`src/sv/ggd_pkg.sv`:
```
// Shared types, constants and functions for the glyph grid decoder.
// Depends on nothing; used by the decode stage, the top level and the checker.
`default_nettype none

package ggd_pkg;

	localparam int GridW    = 64;
	localparam int PayloadW = 24;
	localparam int CrcW     = 8;
	localparam int WordW    = PayloadW + CrcW;
	localparam int OutW     = 32;

	localparam logic [CrcW-1:0]  CrcPoly  = 8'h07;
	localparam logic [CrcW-1:0]  CrcInit  = 8'h00;
	localparam logic [GridW-1:0] RingMask = 64'hFF81_8181_8181_81FF;

	// Interior corner cells: (1,1), (1,6), (6,1), (6,6).
	localparam int CornerTl = 9;
	localparam int CornerTr = 14;
	localparam int CornerBl = 49;
	localparam int CornerBr = 54;

	typedef struct packed {
		logic [PayloadW-1:0] payload;
		logic                ok;
	} ggd_result_t;

	localparam int ResultW = $bits(ggd_result_t);

	// CRC of a 24-bit message that has only bit i set. The CRC is linear, so the
	// CRC of any message is the XOR of these for its set bits.
	function automatic logic [PayloadW-1:0][CrcW-1:0] crc_basis();
		logic [PayloadW-1:0][CrcW-1:0] tbl;
		logic [PayloadW-1:0]           msg;
		logic [CrcW-1:0]               c;
		logic                          fb;
		for (int i = 0; i < PayloadW; i++) begin
			msg = PayloadW'(1) << i;
			c   = CrcInit;
			for (int b = PayloadW - 1; b >= 0; b--) begin
				fb = c[CrcW-1] ^ msg[b];
				c  = {c[CrcW-2:0], 1'b0} ^ (fb ? CrcPoly : 8'h00);
			end
			tbl[i] = c;
		end
		return tbl;
	endfunction

	localparam logic [PayloadW-1:0][CrcW-1:0] CrcBasis = crc_basis();

	function automatic logic [CrcW-1:0] crc24(input logic [PayloadW-1:0] d);
		logic [CrcW-1:0] c;
		c = '0;
		for (int i = 0; i < PayloadW; i++) begin
			if (d[i]) begin
				c = c ^ CrcBasis[i];
			end
		end
		return c;
	endfunction

	// Clockwise quarter turn: cell (r,c) moves to (c,7-r).
	function automatic logic [GridW-1:0] quarter_turn(input logic [GridW-1:0] g);
		logic [GridW-1:0] o;
		o = '0;
		for (int r = 0; r < 8; r++) begin
			for (int c = 0; c < 8; c++) begin
				o[c*8 + 7 - r] = g[r*8 + c];
			end
		end
		return o;
	endfunction

	// Interior cells of rows and columns 1..6, row-major, corners skipped,
	// first cell in the top bit.
	function automatic logic [WordW-1:0] data_word(input logic [GridW-1:0] g);
		logic [WordW-1:0] w;
		int               k;
		w = '0;
		k = WordW - 1;
		for (int r = 1; r <= 6; r++) begin
			for (int c = 1; c <= 6; c++) begin
				if (!((r == 1 || r == 6) && (c == 1 || c == 6))) begin
					w[k[4:0]] = g[r*8 + c];
					k = k - 1;
				end
			end
		end
		return w;
	endfunction

	function automatic logic corners_good(input logic [GridW-1:0] g);
		return g[CornerTl] && !g[CornerTr] && !g[CornerBl] && !g[CornerBr];
	endfunction

endpackage

`default_nettype wire

```
`src/sv/glyph_grid_decoder.sv`:
```
// Path: a grid goes into the input register, through the decode, and into the result register,
// which drives m_tvalid and m_tdata.
// Throughput: one grid per cycle unless m_tready stalls the result register; the decode is a
// single pass of fixed wiring and XOR trees between the two registers.
// Reset: arst_n clears both valid flags asynchronously; data registers keep no reset.
`default_nettype none

module glyph_grid_decoder (
	input  wire logic                        clk,
	input  wire logic                        arst_n,
	input  wire logic                        s_tvalid,
	output logic                             s_tready,
	input  wire logic [ggd_pkg::GridW-1:0]   s_tdata,  // [63:0] grid_bits
	output logic                             m_tvalid,
	input  wire logic                        m_tready,
	output logic [ggd_pkg::OutW-1:0]         m_tdata   // [0] ok, [24:1] payload, [31:25] zero
);
	import ggd_pkg::*;

	logic             valid_s1;
	logic [GridW-1:0] grid_s1;
	logic             valid_s2;
	ggd_result_t      res_s2;
	ggd_result_t      res_comb;
	logic             adv_s2;
	logic             adv_s1;

	// The result register loads whenever it is empty or its transfer completes.
	assign adv_s2   = !valid_s2 || m_tready;
	assign adv_s1   = !valid_s1 || adv_s2;
	assign s_tready = adv_s1;

	ggd_decode u_decode (
		.grid   (grid_s1),
		.result (res_comb)
	);

	always_ff @(posedge clk or negedge arst_n) begin
		if (!arst_n) begin
			valid_s1 <= 1'b0;
			valid_s2 <= 1'b0;
		end else begin
			if (adv_s1) begin
				valid_s1 <= s_tvalid;
			end
			if (adv_s2) begin
				valid_s2 <= valid_s1;
			end
		end
	end

	always_ff @(posedge clk) begin
		if (adv_s1 && s_tvalid) begin
			grid_s1 <= s_tdata;
		end
		if (adv_s2 && valid_s1) begin
			res_s2 <= res_comb;
		end
	end

	assign m_tvalid = valid_s2;
	assign m_tdata  = {(OutW - ResultW)'(0), res_s2};

endmodule

`default_nettype wire

```
`src/sv/ggd_decode.sv`:
```
// Combinational decode of one 8x8 grid in all four orientations.
// Depends on ggd_pkg for the rotation, data extraction and CRC functions.
`default_nettype none

module ggd_decode (
	input  wire logic [ggd_pkg::GridW-1:0] grid,
	output ggd_pkg::ggd_result_t           result
);
	import ggd_pkg::*;

	logic [3:0][GridW-1:0]    rot;
	logic [3:0][WordW-1:0]    word;
	logic [3:0]               pass;
	logic                     ring_good;

	// The outer ring is the same in every orientation.
	assign ring_good = (grid & RingMask) == RingMask;

	assign rot[0] = grid;
	assign rot[1] = quarter_turn(grid);
	assign rot[2] = quarter_turn(rot[1]);
	assign rot[3] = quarter_turn(rot[2]);

	always_comb begin
		for (int i = 0; i < 4; i++) begin
			word[i] = data_word(rot[i]);
			pass[i] = ring_good && corners_good(rot[i]) &&
				(crc24(word[i][WordW-1:CrcW]) == word[i][CrcW-1:0]);
		end
	end

	// The earliest orientation that passes wins.
	always_comb begin
		result.ok      = 1'b0;
		result.payload = '0;
		for (int i = 3; i >= 0; i--) begin
			if (pass[i]) begin
				result.ok      = 1'b1;
				result.payload = word[i][WordW-1:CrcW];
			end
		end
	end

endmodule

`default_nettype wire

```
`config.mk`:
```
export PLATFORM = sky130hd
export DESIGN_NAME = glyph_grid_decoder
export DESIGN_NICKNAME = d
export VERILOG_FILES = /design/src/sv/ggd_pkg.sv /design/src/sv/glyph_grid_decoder.sv /design/src/sv/ggd_decode.sv
export SDC_FILE = /design/constraint.sdc
export NUM_CORES = 1
export LEC_CHECK = 0
export BUFFER_PORTS_ARGS = -buffer_cell sky130_fd_sc_hd__buf_4
export CORE_MARGIN = 5
export CORE_UTILIZATION = 48
export CTS_CLUSTER_SIZE = 40
export DETAILED_ROUTE_END_ITERATION = 7
export PLACE_DENSITY = 0.76
export SYNTH_ARGS = -nofsm -noshare
export SYNTH_HDL_FRONTEND = slang
export SYNTH_SLANG_ARGS = --single-unit
```
`constraint.sdc`:
```
create_clock -name clk -period 4.6 [get_ports clk]
set_input_delay 0.92 -clock clk [delete_from_list [all_inputs] [get_ports clk]]
set_output_delay 0.92 -clock clk [all_outputs]
set_load 0.005 [all_outputs]
```
==> impl_metrics.ini <==
[run_status]
status = finished clean

[critical_path]
rr_worst_depth = 8
reg2reg_slack_ns = 0.88
required_ns = 4.67
rr_endpoint = m_tdata[5]
crit_type = reg -> reg
critPathLaunchType = flip-flop
critPathArrivalTime_ns = 3.79
r2r-start = grid_s1[34]
cp_max_fo = 25
endpoint_kind = flip-flop

[pwr]
power_leakage_nw = 2.666
power_mw = 2.710
vdd_drop_max_uv = 297.6
power_density_nw_per_um2 = 381.8

[die]
ios = 102
dieArea_um2 = 15290
fp.coreArea_um2 = 12620
dieWidth_um = 123.6
dieHeight_um = 123.6
initial_core_util_pct = 49.12
rows = 41

[route]
wl_per_cell_um = 20.91
dr_total_vias = 4137
drt_iter0_drc = 836
drc = 0
viasPerCell = 5.786
detail-route-antenna-nets = 0
dr.pass1.iters = 6
routed_wl_um = 14950

[yosys]
synthFlopType = edfxtp_1
ys_seq_area_share_pct = 43.92
syn_avg_cell_area_um2 = 13.02
yosys_register_bits = 91
syn_inst = 476
synth_enable_flop_cells = 89
synth_warnings = 0
syn_area_um2 = 6198
yosysUniqueCellTypes = 42
synthArstFlopShare_pct = 2.198

[sta]
slew_viol_final = 0
setup_viol = 0
finalSetupTns_ns = 0
fin_crit_ns = 3.723
fin_crit_sh_pct = 80.93
fmax_mhz = 268.6
slew_headroom_pct = 12.38
tightestPinTransition_ns = 1.309
finClkSkew_ns = 0.008613
hold_viol = 0
rsz0062_at_grt = no

[global_route]
grt_remaining_overflow = 0
grt_pass1_wl_um = 22380
grt_pass1_vias = 4218
grt_use_met2_pct = 31.29
use_met3_pct = 4.723
top_usage_layer = met2
grt_start_max_net_pins = 56
antenna_found_initial = 0
met1_usage_pct = 25.37
grt.total_usage_pct = 19.92

[final_layout]
fill_cells = 1015
mostFrequentLayoutCell = buf_4
final_area_um2 = 7097
final_cell_mix = 103 x buf_4, 89 x edfxtp_1, 88 x xnor2_1
area_delta_synth_final_pct = 14.49
n_antenna_cell = 0
layout.nets = 606
drive_gt1_share_pct = 25.78

[clock_network]
numCtsBuffers = 9
cts_resized = 0
clk_pin_slew_ns = 0.06
htree_num_levels = 3
ctsLongestPathBuffers = 2
cts.sinks = 91
cts_hold_buf = 0
cts_tree = built
cts_setup_buffers = 0
clk_latency_ns = 0.35
clockRootBuffer = clkbuf_16

[placement]
post-dp-hpwl_um = 10910
portBuffers = 94
place_area_um2 = 6798
place.gp.congestion = 0.9691

[job]
drv_cap = 0

[min_path]
hold_class = in -> async
==> cells in the mapped netlist (4+ instances only) <==
master	number	area (um2)
xnor2_1	88	770.7
buf_4	27	202.7
xnor2_2	4	65.06
nand2_1	27	101.4
xor2_1	26	227.7
xnor3_1	27	608.1
edfxtp_1	89	2673
buf_6	8	90.09
nand3_1	28	140.1
o21ai_0	24	120.1
nand2b_1	6	37.54
clkbuf_1	8	30.03
buf_2	14	70.07
a32oi_1	24	210.2
nand4_1	31	193.9
xor3_1	5	118.9
==> per-layer routing <==
metal  wire [um]  part of all wire [%]
met1        5676                    38
met2        7284                    49
met3        1402                   9.4
met4         586                   3.9
met5           0                     0
==> per-stage QoR <==
step           hold WS (ns)  utilization [%]  instances  setup WS [ns]
6_report             0.3458            56.24        715         0.8771
5_1_grt              0.3325            56.24        715         0.6975
4_1_cts              0.3329            56.24        715         0.9454
3_5_place_dp         0.4736            53.87        699         0.9443
3_3_place_gp         0.4661            53.87        699          1.032
2_1_floorplan        0.4490                -        482          1.571
==> critical path, cell delays in order (launching register included) <==
cell,delay [ns]
edfxtp_1,0.66
xnor2_4,0.35
xor3_1,0.45
xnor3_1,0.41
and3_1,0.18
o211ai_2,0.70
and2_1,0.23
buf_4,0.29
a32oi_1,0.17
==> area by class of cell <==
type                       count  area [um2]  area share [%]
clock inverter                 7       73.82           1.040
clock buffer                   9       225.2           3.173
tap                          172       215.2           3.032
multi-input combinational    333        3087           43.49
timing repair buffer         103       773.2           10.90
sequential                    91        2723           38.36
==> report_power, final <==
part           leakage [nW]  switching (mW)  internal, mW
sequential            0.889          0.0751         0.973
clock                 0.148           0.313         0.423
combinational          1.63           0.467         0.458
total                  2.67           0.856          1.85
==> logic make-up after synthesis <==
logic type                count (synthesis)  share of synthesized area (%)
xor gates and xnor gates                158                          31.99
buffers and inverters                    58                          6.661
muxes                                     1                         0.1615
and+or+nand+nor                         115                          10.52
AOI/OAI and AO/OA                        52                          6.682
other                                     1                        0.06050
DFF                                      91                          43.92
==> how the worst max path moves through the flow <==
| stage | startpoint | endpoint | depth (start not counted) |
|---|---|---|---|
| 4_1_cts | grid_s1[34] | m_tdata[5] | 8 |
| 5_1_grt | grid_s1[34] | m_tdata[5] | 8 |
| 6_report | grid_s1[34] | m_tdata[5] | 8 |
| 3_3_place_gp | grid_s1[34] | m_tdata[20] | 8 |
| 3_5_place_dp | grid_s1[34] | m_tdata[16] | 8 |
| 2_1_floorplan | m_tready | grid_s1[0] | 2 |
==> state kept, by name, summed over array words and instances (netlist names) <==
name / count
m_tdata: 25
grid_s1: 64
valid_s1: 1
m_tvalid: 1
(Power assumes the default switching activity.)
